$ cat src/rtl/srr_pkg.sv
package srr_pkg;

  localparam int unsigned DefMaxWindow = 32;
  localparam int unsigned DefSeqBits   = 16;

  localparam int unsigned ModW    = 17;
  localparam int unsigned WinW    = 6;
  localparam int unsigned TotW    = 40;
  localparam int unsigned HandleW = 32;
  localparam int unsigned LenW    = 11;
  localparam int unsigned RamWidth = HandleW + LenW;

  localparam int unsigned CfgAddrW = 2;
  localparam int unsigned CfgDataW = TotW;

  localparam logic [ModW-1:0] ModulusRst = 17'd60000;
  localparam logic [WinW-1:0] WindowRst  = 6'd10;

  typedef enum logic [CfgAddrW-1:0] {
    REG_SEQ_MODULUS = 2'd0,
    REG_WINDOW_SIZE = 2'd1,
    REG_TOTAL_BYTES = 2'd2
  } cfg_reg_e;

  typedef enum logic {
    KIND_ACK     = 1'b0,
    KIND_DELIVER = 1'b1
  } kind_e;

endpackage

$ cat src/rtl/srr_ram.sv
module srr_ram #(
  parameter int unsigned Width = srr_pkg::RamWidth,
  parameter int unsigned Depth = srr_pkg::DefMaxWindow
) (
  input  logic                                       clk_i,
  input  logic                                       we_i,
  input  logic [((Depth > 1) ? $clog2(Depth) : 1)-1:0] waddr_i,
  input  logic [Width-1:0]                           wdata_i,
  input  logic                                       re_i,
  input  logic [((Depth > 1) ? $clog2(Depth) : 1)-1:0] raddr_i,
  output logic [Width-1:0]                           rdata_o
);

  logic [Width-1:0] mem_q [Depth];
  logic [Width-1:0] rdata_q;

  always_ff @(posedge clk_i) begin
    if (we_i) begin
      mem_q[waddr_i] <= wdata_i;
    end
    if (re_i) begin
      rdata_q <= mem_q[raddr_i];
    end
  end

  assign rdata_o = rdata_q;

endmodule

$ cat src/rtl/selective_repeat_receiver.sv
// Selective-repeat ARQ receiver. A packet header is taken when start_i is high and busy_o low;
// results leave as one-cycle strobes on result_valid_o with no back-pressure, so the consumer
// must take every result in the cycle it appears. An in-window packet gives an acknowledgement
// followed by one delivery per in-order stored packet, back to back in consecutive cycles;
// last_o marks the final result of the header. The slot RAM has a single read port and is
// walked twice per header: once to total the bytes for the done flag, once to release the
// packets. After the modulus has been lowered to or below the window base, the next data
// header first reduces the base, one bit at a time. Slot valid bits are flops cleared by
// reset, so no clearing pass is needed. cfg_ready_o is always high; write registers only
// while busy_o is low and no results are pending.
module selective_repeat_receiver #(
  parameter int unsigned MAX_WINDOW = srr_pkg::DefMaxWindow,
  parameter int unsigned SEQ_BITS   = srr_pkg::DefSeqBits
) (
  input  logic                          clk_i,
  input  logic                          rst_ni,
  input  logic                          cfg_valid_i,
  output logic                          cfg_ready_o,
  input  logic [srr_pkg::CfgAddrW-1:0]  cfg_addr_i,
  input  logic [srr_pkg::CfgDataW-1:0]  cfg_wdata_i,
  input  logic                          start_i,
  output logic                          busy_o,
  input  logic                          is_ack_i,
  input  logic [SEQ_BITS-1:0]           seq_num_i,
  input  logic [srr_pkg::HandleW-1:0]   payload_handle_i,
  input  logic [srr_pkg::LenW-1:0]      payload_len_i,
  output logic                          result_valid_o,
  output logic                          kind_o,
  output logic [SEQ_BITS-1:0]           ack_seq_o,
  output logic [SEQ_BITS-1:0]           ack_expected_o,
  output logic [srr_pkg::HandleW-1:0]   deliver_handle_o,
  output logic [srr_pkg::LenW-1:0]      deliver_len_o,
  output logic [srr_pkg::TotW-1:0]      bytes_delivered_o,
  output logic                          done_res_o,
  output logic                          last_o
);

  localparam int unsigned ModW    = srr_pkg::ModW;
  localparam int unsigned WinW    = srr_pkg::WinW;
  localparam int unsigned TotW    = srr_pkg::TotW;
  localparam int unsigned HandleW = srr_pkg::HandleW;
  localparam int unsigned LenW    = srr_pkg::LenW;
  localparam int unsigned RamW    = HandleW + LenW;

  localparam int unsigned SlotW   = (MAX_WINDOW > 1) ? $clog2(MAX_WINDOW) : 1;
  localparam int unsigned CntW    = $clog2(MAX_WINDOW + 1);
  localparam int unsigned MW      = SEQ_BITS + 1;
  localparam int unsigned ModCmpW = (MW > ModW) ? MW : ModW;
  localparam int unsigned WinCmpW = (CntW > WinW) ? CntW : WinW;
  localparam int unsigned OffCmpW = (MW > CntW) ? MW : CntW;
  localparam int unsigned BitCntW = (SEQ_BITS > 1) ? $clog2(SEQ_BITS) : 1;

  localparam logic [ModCmpW-1:0] ModMax  = ModCmpW'(1) << SEQ_BITS;
  localparam logic [ModCmpW-1:0] ModMin  = ModCmpW'(2);
  localparam logic [WinCmpW-1:0] WinMax  = WinCmpW'(MAX_WINDOW);
  localparam logic [WinCmpW-1:0] WinMin  = WinCmpW'(1);
  localparam logic [CntW-1:0]    CntMax  = CntW'(MAX_WINDOW);
  localparam logic [SlotW-1:0]   SlotTop = SlotW'(MAX_WINDOW - 1);
  localparam logic [SlotW:0]     SlotNum = (SlotW + 1)'(MAX_WINDOW);
  localparam logic [BitCntW-1:0] BitTop  = BitCntW'(SEQ_BITS - 1);

  typedef enum logic [6:0] {
    S_IDLE  = 7'b0000001,
    S_CHECK = 7'b0000010,
    S_MOD   = 7'b0000100,
    S_EVAL  = 7'b0001000,
    S_SCAN  = 7'b0010000,
    S_ACK   = 7'b0100000,
    S_DELIV = 7'b1000000
  } state_e;

  function automatic logic [SlotW-1:0] slot_inc(input logic [SlotW-1:0] p);
    if (p == SlotTop) begin
      return '0;
    end
    return p + 1'b1;
  endfunction

  function automatic logic [TotW-1:0] sat_add(input logic [TotW-1:0] a,
                                              input logic [LenW-1:0] b);
    logic [TotW:0] s;
    s = {1'b0, a} + (TotW + 1)'(b);
    return s[TotW] ? '1 : s[TotW-1:0];
  endfunction

  // configuration
  logic [ModW-1:0] seq_modulus_q;
  logic [WinW-1:0] window_size_q;
  logic [TotW-1:0] total_q;

  // control state
  state_e                 state_q, state_d;
  logic                   fin_q, fin_d;
  logic [SEQ_BITS-1:0]    base_q, base_d;
  logic [SlotW-1:0]       head_q, head_d;
  logic [TotW-1:0]        count_q, count_d;
  logic [MAX_WINDOW-1:0]  valid_q, valid_d;
  logic [CntW-1:0]        cnt_q, cnt_d;
  logic                   pend_q, pend_d;
  logic                   res_valid_q, res_valid_d;

  // datapath
  logic                   in_ack_q;
  logic [SEQ_BITS-1:0]    in_seq_q;
  logic [HandleW-1:0]     in_handle_q;
  logic [LenW-1:0]        in_len_q;
  logic [SlotW-1:0]       ptr_q, ptr_d;
  logic [TotW-1:0]        sum_q, sum_d;
  logic [MW-1:0]          rem_q, rem_d;
  logic [SEQ_BITS-1:0]    sh_q, sh_d;
  logic [BitCntW-1:0]     bit_q, bit_d;

  logic                   kind_q, kind_d;
  logic [SEQ_BITS-1:0]    ack_seq_q, ack_seq_d;
  logic [SEQ_BITS-1:0]    ack_exp_q, ack_exp_d;
  logic [HandleW-1:0]     dhandle_q, dhandle_d;
  logic [LenW-1:0]        dlen_q, dlen_d;
  logic [TotW-1:0]        bytes_q, bytes_d;
  logic                   done_q, done_d;
  logic                   last_q, last_d;

  // slot RAM
  logic                   ram_we, ram_re;
  logic [SlotW-1:0]       ram_raddr;
  logic [RamW-1:0]        ram_rdata;
  logic [HandleW-1:0]     rd_handle;
  logic [LenW-1:0]        rd_len;

  logic                   accept;
  logic [ModCmpW-1:0]     mod_ext, m_wide;
  logic [MW-1:0]          m;
  logic [WinCmpW-1:0]     win_ext, win_wide;
  logic [CntW-1:0]        win;
  logic [MW-1:0]          seq_ext, base_ext, off, below, base_inc, trial;
  logic [OffCmpW-1:0]     off_x, below_x, win_x;
  logic                   seq_ok, in_win, below_hit, issue;
  logic [SlotW:0]         slot_sum;
  logic [SlotW-1:0]       slot_new;
  logic [TotW-1:0]        deliv_count;
  logic                   ack_done;

  assign accept      = start_i && !busy_o;
  assign busy_o      = (state_q != S_IDLE);
  assign cfg_ready_o = 1'b1;

  // effective modulus and window
  assign mod_ext = ModCmpW'(seq_modulus_q);
  assign win_ext = WinCmpW'(window_size_q);

  always_comb begin
    if (mod_ext < ModMin) begin
      m_wide = ModMin;
    end else if (mod_ext > ModMax) begin
      m_wide = ModMax;
    end else begin
      m_wide = mod_ext;
    end
    if (win_ext < WinMin) begin
      win_wide = WinMin;
    end else if (win_ext > WinMax) begin
      win_wide = WinMax;
    end else begin
      win_wide = win_ext;
    end
  end

  assign m   = m_wide[MW-1:0];
  assign win = win_wide[CntW-1:0];

  // window position of the held header
  assign seq_ext  = {1'b0, in_seq_q};
  assign base_ext = {1'b0, base_q};
  assign seq_ok   = (seq_ext < m);

  always_comb begin
    if (seq_ext >= base_ext) begin
      off = seq_ext - base_ext;
    end else begin
      off = seq_ext + (m - base_ext);
    end
    if (base_ext >= seq_ext) begin
      below = base_ext - seq_ext;
    end else begin
      below = base_ext + (m - seq_ext);
    end
  end

  assign off_x     = OffCmpW'(off);
  assign below_x   = OffCmpW'(below);
  assign win_x     = OffCmpW'(win);
  assign in_win    = (off_x < win_x);
  assign below_hit = (below_x != '0) && (below_x <= win_x);

  assign slot_sum = {1'b0, head_q} + {1'b0, off_x[SlotW-1:0]};
  assign slot_new = (slot_sum >= SlotNum) ? SlotW'(slot_sum - SlotNum) : slot_sum[SlotW-1:0];

  assign rd_handle   = ram_rdata[RamW-1:LenW];
  assign rd_len      = ram_rdata[LenW-1:0];
  assign deliv_count = sat_add(count_q, rd_len);
  assign issue       = (cnt_q < CntMax) && valid_q[ptr_q];
  assign ack_done    = (sum_q == total_q);
  assign base_inc    = base_ext + MW'(1);
  assign trial       = {rem_q[MW-2:0], sh_q[SEQ_BITS-1]};

  always_comb begin
    state_d     = state_q;
    fin_d       = fin_q;
    base_d      = base_q;
    head_d      = head_q;
    count_d     = count_q;
    valid_d     = valid_q;
    cnt_d       = cnt_q;
    pend_d      = pend_q;
    ptr_d       = ptr_q;
    sum_d       = sum_q;
    rem_d       = rem_q;
    sh_d        = sh_q;
    bit_d       = bit_q;
    ram_we      = 1'b0;
    ram_re      = 1'b0;
    ram_raddr   = ptr_q;
    res_valid_d = 1'b0;
    kind_d      = srr_pkg::KIND_ACK;
    ack_seq_d   = '0;
    ack_exp_d   = '0;
    dhandle_d   = '0;
    dlen_d      = '0;
    bytes_d     = count_q;
    done_d      = fin_q;
    last_d      = 1'b0;

    case (state_q)
      S_IDLE: begin
        if (start_i) begin
          state_d = S_CHECK;
        end
      end
      S_CHECK: begin
        if (fin_q) begin
          state_d = S_IDLE;
        end else if (in_ack_q) begin
          fin_d   = (count_q == total_q);
          state_d = S_IDLE;
        end else if (!seq_ok) begin
          state_d = S_IDLE;
        end else if (base_ext >= m) begin
          // modulus was lowered: reduce the base, one bit a cycle
          rem_d   = '0;
          sh_d    = base_q;
          bit_d   = BitTop;
          state_d = S_MOD;
        end else begin
          state_d = S_EVAL;
        end
      end
      S_MOD: begin
        rem_d = (trial >= m) ? trial - m : trial;
        sh_d  = sh_q << 1;
        if (bit_q == '0) begin
          base_d  = rem_d[SEQ_BITS-1:0];
          state_d = S_EVAL;
        end else begin
          bit_d = bit_q - 1'b1;
        end
      end
      S_EVAL: begin
        ptr_d  = head_q;
        cnt_d  = '0;
        pend_d = 1'b0;
        sum_d  = count_q;
        if (in_win) begin
          ram_we            = 1'b1;
          valid_d[slot_new] = 1'b1;
          state_d           = S_SCAN;
        end else if (below_hit) begin
          state_d = S_ACK;
        end else begin
          fin_d   = (count_q == total_q);
          state_d = S_IDLE;
        end
      end
      S_SCAN: begin
        // first walk: total the bytes so every result can carry the done flag
        if (pend_q) begin
          sum_d = sat_add(sum_q, rd_len);
        end
        if (issue) begin
          ram_re    = 1'b1;
          ram_raddr = ptr_q;
          ptr_d     = slot_inc(ptr_q);
          cnt_d     = cnt_q + 1'b1;
          pend_d    = 1'b1;
        end else begin
          pend_d  = 1'b0;
          state_d = S_ACK;
        end
      end
      S_ACK: begin
        res_valid_d = 1'b1;
        kind_d      = srr_pkg::KIND_ACK;
        ack_seq_d   = in_seq_q;
        ack_exp_d   = base_q;
        bytes_d     = count_q;
        done_d      = ack_done;
        fin_d       = ack_done;
        last_d      = (cnt_q == '0);
        if (cnt_q == '0) begin
          state_d = S_IDLE;
        end else begin
          ram_re    = 1'b1;
          ram_raddr = head_q;
          state_d   = S_DELIV;
        end
      end
      S_DELIV: begin
        res_valid_d     = 1'b1;
        kind_d          = srr_pkg::KIND_DELIVER;
        dhandle_d       = rd_handle;
        dlen_d          = rd_len;
        bytes_d         = deliv_count;
        done_d          = fin_q;
        last_d          = (cnt_q == CntW'(1));
        count_d         = deliv_count;
        valid_d[head_q] = 1'b0;
        head_d          = slot_inc(head_q);
        base_d          = (base_inc == m) ? '0 : base_inc[SEQ_BITS-1:0];
        cnt_d           = cnt_q - 1'b1;
        if (cnt_q == CntW'(1)) begin
          state_d = S_IDLE;
        end else begin
          ram_re    = 1'b1;
          ram_raddr = slot_inc(head_q);
        end
      end
      default: begin
        state_d = S_IDLE;
      end
    endcase
  end

  always_ff @(posedge clk_i or negedge rst_ni) begin
    if (!rst_ni) begin
      seq_modulus_q <= srr_pkg::ModulusRst;
      window_size_q <= srr_pkg::WindowRst;
      total_q       <= '0;
      state_q       <= S_IDLE;
      fin_q         <= 1'b0;
      base_q        <= '0;
      head_q        <= '0;
      count_q       <= '0;
      valid_q       <= '0;
      cnt_q         <= '0;
      pend_q        <= 1'b0;
      res_valid_q   <= 1'b0;
    end else begin
      if (cfg_valid_i && cfg_ready_o) begin
        case (cfg_addr_i)
          srr_pkg::REG_SEQ_MODULUS: seq_modulus_q <= cfg_wdata_i[ModW-1:0];
          srr_pkg::REG_WINDOW_SIZE: window_size_q <= cfg_wdata_i[WinW-1:0];
          srr_pkg::REG_TOTAL_BYTES: total_q       <= cfg_wdata_i[TotW-1:0];
          default: begin
          end
        endcase
      end
      state_q     <= state_d;
      fin_q       <= fin_d;
      base_q      <= base_d;
      head_q      <= head_d;
      count_q     <= count_d;
      valid_q     <= valid_d;
      cnt_q       <= cnt_d;
      pend_q      <= pend_d;
      res_valid_q <= res_valid_d;
    end
  end

  always_ff @(posedge clk_i) begin
    if (accept) begin
      in_ack_q    <= is_ack_i;
      in_seq_q    <= seq_num_i;
      in_handle_q <= payload_handle_i;
      in_len_q    <= payload_len_i;
    end
    ptr_q     <= ptr_d;
    sum_q     <= sum_d;
    rem_q     <= rem_d;
    sh_q      <= sh_d;
    bit_q     <= bit_d;
    kind_q    <= kind_d;
    ack_seq_q <= ack_seq_d;
    ack_exp_q <= ack_exp_d;
    dhandle_q <= dhandle_d;
    dlen_q    <= dlen_d;
    bytes_q   <= bytes_d;
    done_q    <= done_d;
    last_q    <= last_d;
  end

  srr_ram #(
    .Width (RamW),
    .Depth (MAX_WINDOW)
  ) u_slot_ram (
    .clk_i   (clk_i),
    .we_i    (ram_we),
    .waddr_i (slot_new),
    .wdata_i ({in_handle_q, in_len_q}),
    .re_i    (ram_re),
    .raddr_i (ram_raddr),
    .rdata_o (ram_rdata)
  );

  assign result_valid_o    = res_valid_q;
  assign kind_o            = kind_q;
  assign ack_seq_o         = ack_seq_q;
  assign ack_expected_o    = ack_exp_q;
  assign deliver_handle_o  = dhandle_q;
  assign deliver_len_o     = dlen_q;
  assign bytes_delivered_o = bytes_q;
  assign done_res_o        = done_q;
  assign last_o            = last_q;

endmodule

$ cat config.mk
export PLATFORM = sky130hd
export DESIGN_NAME = selective_repeat_receiver
export DESIGN_NICKNAME = d
export VERILOG_FILES = /design/src/rtl/srr_pkg.sv /design/src/rtl/srr_ram.sv /design/src/rtl/selective_repeat_receiver.sv
export SDC_FILE = /design/constraint.sdc
export NUM_CORES = 2
export LEC_CHECK = 0
export BUFFER_PORTS_ARGS = -buffer_cell sky130_fd_sc_hd__buf_4
export CAP_MARGIN = 0
export CORE_ASPECT_RATIO = 1.2
export CORE_MARGIN = 2
export CORE_UTILIZATION = 30
export CTS_BUF_LIST = sky130_fd_sc_hd__clkbuf_4 sky130_fd_sc_hd__clkbuf_8
export DETAILED_ROUTE_END_ITERATION = 6
export GPL_TIMING_DRIVEN = 1
export PLACE_DENSITY = 0.43
export SLEW_MARGIN = 20
export SYNTH_ARGS = -nofsm -noshare
export SYNTH_HDL_FRONTEND = slang
export SYNTH_SLANG_ARGS = --single-unit
$ cat constraint.sdc
create_clock -name clk_i -period 24.6 [get_ports clk_i]
set_clock_uncertainty 0.05 [all_clocks]
set_input_delay 2.46 -clock clk_i [delete_from_list [all_inputs] [get_ports clk_i]]
set_output_delay 2.46 -clock clk_i [all_outputs]
set_load 0.05 [all_outputs]
==> reports/summary.txt <==
RUN STATUS
-------------------------------------------------------------------------------------
Status                                                                   complete, no violations

LOGIC SYNTHESIS
-------------------------------------------------------------------------------------
Post-synthesis net count                                                        7,116
Share of Yosys cell area claimed by the top area cell type                     57.39%
Flop and latch count out of synthesis                                           1,850
Top cells by area, synth                                                 sky130_fd_sc_hd__edfxtp_1, sky130_fd_sc_hd__nand2_1, sky130_fd_sc_hd__dfrtp_1
Sequential fraction of the synthesis area                                      65.57%
Number of cells produced by synthesis                                           6,811
Average instance area after synthesis                                       11.99 um2
Number of warning messages in the yosys log                                         0
Top cell type by total area after synthesis                              sky130_fd_sc_hd__edfxtp_1
Post-synthesis cell type count                                                     96
Post-Syn Area                                                             0.08163 mm2
Dominant synthesized flop cell                                           sky130_fd_sc_hd__edfxtp_1
Async set-reset flop share out of synthesis                                    9.297%
Number of flops mapped to enable cells by yosys                                 1,560

DRT
-------------------------------------------------------------------------------------
Count of nets left with antenna violations after detail routing                     0
Starting DRC count in detailed routing                                          4,117
Number of remaining DRC errors                                                      0
DR pass1 iterations                                                                 6
Wire length per cell after detailed routing                                  24.51 um
Via Count                                                                      55,600
Vias per std cell                                                               5.080
Wirelength, routed                                                         268,300 um

CELLS AND AREA
-------------------------------------------------------------------------------------
Share of post-route cells with drive strength above 1                          14.94%
Area of all placed cells without fillers                                  0.09444 mm2
P&R area growth vs syn                                                         15.69%
Post-layout utilization of the core                                            34.93%
Net count of the finished layout                                                7,423

GLOBAL ROUTING
-------------------------------------------------------------------------------------
Via count of the first global-routing pass                                     55,530
Initial antenna violation count                                                    10
Pin count of the biggest net entering global routing                              139
All-Layer GR Usage                                                             18.87%
Grt total ovfl                                                                      0
Wire length of the first global-routing pass                               390,100 um

TIMING
-------------------------------------------------------------------------------------
Unrepaired setup endpoints after global routing                                 false
Final hold slack                                                            0.4017 ns
Slew margin rel.                                                               24.19%
Fin crit period                                                              9.088 ns
Endpoints failing hold                                                              0
Final cycle utilization of the critical path                                   36.94%
Max Clk Rate                                                                110.0 MHz
Final critical-path setup slack                                              15.51 ns
Setup TNS Final                                                                  0 ns
Total count of max-transition violations in the final report                        0
Final setup viols                                                                   0
Transition time at the pin with the least slew margin                        1.130 ns

CRITICAL PATH
-------------------------------------------------------------------------------------
Capturing element of the worst setup path                                u_slot_ram.mem_q[8][11]
Worst reg-to-reg setup slack                                                 15.51 ns
Crit path arrival time                                                        9.57 ns
Slowest-stage cell, CP                                                   sky130_fd_sc_hd__o21ai_1
Kind of start point of the critical path                                     register
Endpoint class of the critical path                                          register
Worst-path fanout max                                                              37
Startpoint of the most critical register-to-register path                  mod_ext[3]
Cell seen most often among critical-path stages                          sky130_fd_sc_hd__buf_4
Capture point of the worst reg-to-reg path                               u_slot_ram.mem_q[8][11]
Endpoint required time on the critical path                                  25.09 ns
Worst path max stage delay                                                    0.92 ns
Depth of the worst register-to-register path                                       24
Timing startpoint of the critical path                                     mod_ext[3]
Kind of critical path                                                    register to register
Cells along the critical path                                            nor4_1 > nand4_1 > o21ai_1 > a21oi_1 > buf_4 > fa_1 > xor2_1 > ha_1 > o21bai_1 > o221ai_1 > nand2b_1 > xnor2_1 > nand2_1 > o21ai_1 > inv_1 > ha_1 > nand2_1 > o21ai_0 > a41o_1 > a2111o_1 > or2_4 > buf_4 > nor4_4 > buf_4

CLOCK NETWORK
-------------------------------------------------------------------------------------
Cell at the root of the clock tree                                       sky130_fd_sc_hd__clkbuf_8
Skew-Pair Late Insertion Delay                                                0.96 ns
Clock-pin slew of the registers on the worst-case setup and hold paths        0.07 ns
CTS HTree Levels                                                                    5
Total clock sinks                                                               1,850
Count of hold-fix buffers inserted at cts                                           0
Maximum number of buffers from clock root to sink                                   4
Clock tree from TritonCTS                                                       built
Inserted Clock Buffers                                                            328
Setup Fix Bufs, Post-CTS                                                            0
Post-cts repair resize count                                                        0

PLACEMENT
-------------------------------------------------------------------------------------
DP HPWL                                                                    160,800 um
Routability congestion estimate                                                0.8786
Placed standard-cell area                                                 0.08777 mm2
Setup Slack @ Placement                                                      15.49 ns
IO buf count                                                                      225

FLOORPLANNING
-------------------------------------------------------------------------------------
Effective utilization at floorplan                                             30.19%
Vertical die dimension                                                       575.4 um
Placeable Area                                                             0.2704 mm2
Full die area                                                              0.2763 mm2
Cell Rows                                                                         209
Ports placed on the boundary                                                      227
Horiz. Die Dim                                                               480.2 um

POWER
-------------------------------------------------------------------------------------
Net Sw Frac                                                                    27.52%
Power per unit of standard cell area                                     79.99 mW/mm2
Internal Power                                                               5.475 mW
Total leakage power                                                          34.63 nW
Sequential Power Share                                                          47.7%
Share of power burned in the clock network                                      38.7%
Reported net switching power                                                 2.079 mW
Combinational group share of total power                                        13.6%
Worst IR Drop VDD                                                            55.54 uV

WORST HOLD PATH
-------------------------------------------------------------------------------------
Kind of path behind the tightest hold check                              register to register

JOB
-------------------------------------------------------------------------------------
Max cap viols                                                                       0

[cells in the mapped netlist (122+ instances only)]
cell type,count
sky130_fd_sc_hd__a21oi_1,130
sky130_fd_sc_hd__a311oi_1,220
sky130_fd_sc_hd__clkbuf_1,288
sky130_fd_sc_hd__dfrtp_1,162
sky130_fd_sc_hd__edfxtp_1,1560
sky130_fd_sc_hd__ha_1,163
sky130_fd_sc_hd__inv_1,150
sky130_fd_sc_hd__nand2_1,1593
sky130_fd_sc_hd__nand3_1,739
sky130_fd_sc_hd__nor2_1,210
sky130_fd_sc_hd__o21ai_0,153
sky130_fd_sc_hd__xnor2_1,122
[placed cells by master (no fill, tap or decap), types with 102 or more instances in the layout]
master and n:
sky130_fd_sc_hd__xor2_1 102, sky130_fd_sc_hd__nand3_1 739, sky130_fd_sc_hd__a21oi_1 129, sky130_fd_sc_hd__nor2_1 209, sky130_fd_sc_hd__nand2_1 1590, sky130_fd_sc_hd__xnor2_1 121
sky130_fd_sc_hd__o21ai_0 152, sky130_fd_sc_hd__clkbuf_4 112, sky130_fd_sc_hd__and3_1 117, sky130_fd_sc_hd__dfxtp_1 118, sky130_fd_sc_hd__inv_1 150, sky130_fd_sc_hd__dfrtp_1 162
sky130_fd_sc_hd__a311oi_1 220, sky130_fd_sc_hd__buf_4 372, sky130_fd_sc_hd__ha_1 163, sky130_fd_sc_hd__edfxtp_1 1560, sky130_fd_sc_hd__clkbuf_8 352
[critical path: cells and delay by family, from the launching register on]
kind | cells | cell delay (ns)
and+or+nand+nor | 7 | 2.09
AOI/OAI and AO/OA | 8 | 2.90
DFF | 1 | 0.46
buffers and inverters | 4 | 1.55
adders and majority gates | 3 | 1.26
xor gates and xnor gates | 2 | 0.28
[per-stage QoR]
stage / power [mW] / cells
floorplan: 4.269 / 6811
global placement: 4.696 / 10370
detailed placement: 4.694 / 10370
CTS: 7.657 / 10930
global route: 7.877 / 10940
finish: 7.554 / 10950
[worst min-delay path by stage]
stage	slack, ns	end	startpoint	cells after the start
final	0.40	deliver_handle_o[6]	u_slot_ram.rdata_o[17]	1
after floorplan	0.37	deliver_handle_o[0]	u_slot_ram.rdata_o[11]	1
after CTS	0.41	deliver_handle_o[6]	u_slot_ram.rdata_o[17]	1
after global placement	0.39	deliver_handle_o[6]	u_slot_ram.rdata_o[17]	1
after detailed placement	0.39	deliver_handle_o[8]	u_slot_ram.rdata_o[19]	1
after global routing	0.43	deliver_handle_o[6]	u_slot_ram.rdata_o[17]	1
[power by group through the flow]
stage / Clock [mW] / Combinational, mW / Sequential (mW)
3_5_place_dp: 0 / 1.01 / 3.69
4_1_cts: 3.02 / 1.01 / 3.62
6_report: 2.92 / 1.03 / 3.61
3_3_place_gp: 0 / 1.01 / 3.68
5_1_grt: 3.15 / 1.12 / 3.61
2_1_floorplan: 0 / 0.566 / 3.70
[sequential cells by signal, indices dropped and copies added (netlist names), 6 cells and up]
| name | flops |
|---|---|
| win_ext | 6 |
| in_len_q | 11 |
| count_q | 40 |
| sh_q | 16 |
| total_q | 40 |
| cnt_q | 6 |
| valid_q | 32 |
| state_q | 7 |
| in_handle_q | 32 |
| deliver_handle_o | 32 |
| base_q | 16 |
| u_slot_ram.rdata_o | 43 |
| sum_q | 40 |
| ack_expected_o | 16 |
| deliver_len_o | 11 |
| rem_q | 16 |
| in_seq_q | 16 |
| ack_seq_o | 16 |
| bytes_delivered_o | 40 |
| u_slot_ram.mem_q | 1376 |
| mod_ext | 17 |
[per-layer routing]
| layer | part of all wire, % | wire length [um] | GRT usage, % | vias to the layer above |
|---|---|---|---|---|
| li1 | - | - | - | 25530 |
| met1 | 43 | 116100 | 24.71 | 28130 |
| met2 | 49 | 131400 | 32.00 | 1534 |
| met3 | 4.7 | 12600 | 2.715 | 409 |
| met4 | 3.0 | 8114 | 6.052 | 0 |
| met5 | 0 | 0 | 0 | - |
[cell families after synthesis]
logic type | after synthesis | synth area share (%)
flops | 1850 | 65.57
simple gates | 2994 | 16.51
other cells | 1 | 0.004594
buf+inv | 562 | 2.774
compound gates | 868 | 7.751
fa+ha+maj | 199 | 3.381
xor+xnor | 228 | 2.497
mux | 109 | 1.511
[layout make-up]
class,instances,area [um2]
Timing Repair Buffer,387,3052
Tap cell,3587,4488
Fill cell,26840,176000
Multi-Input combinational cell,4399,26260
Antenna cell,4,10.01
Clock buffer,464,5685
Clock inverter,102,847.1
Sequential cell,1850,53520
Inverter,152,573.1
No activity file was read; power rests on OpenSTA's default activity.
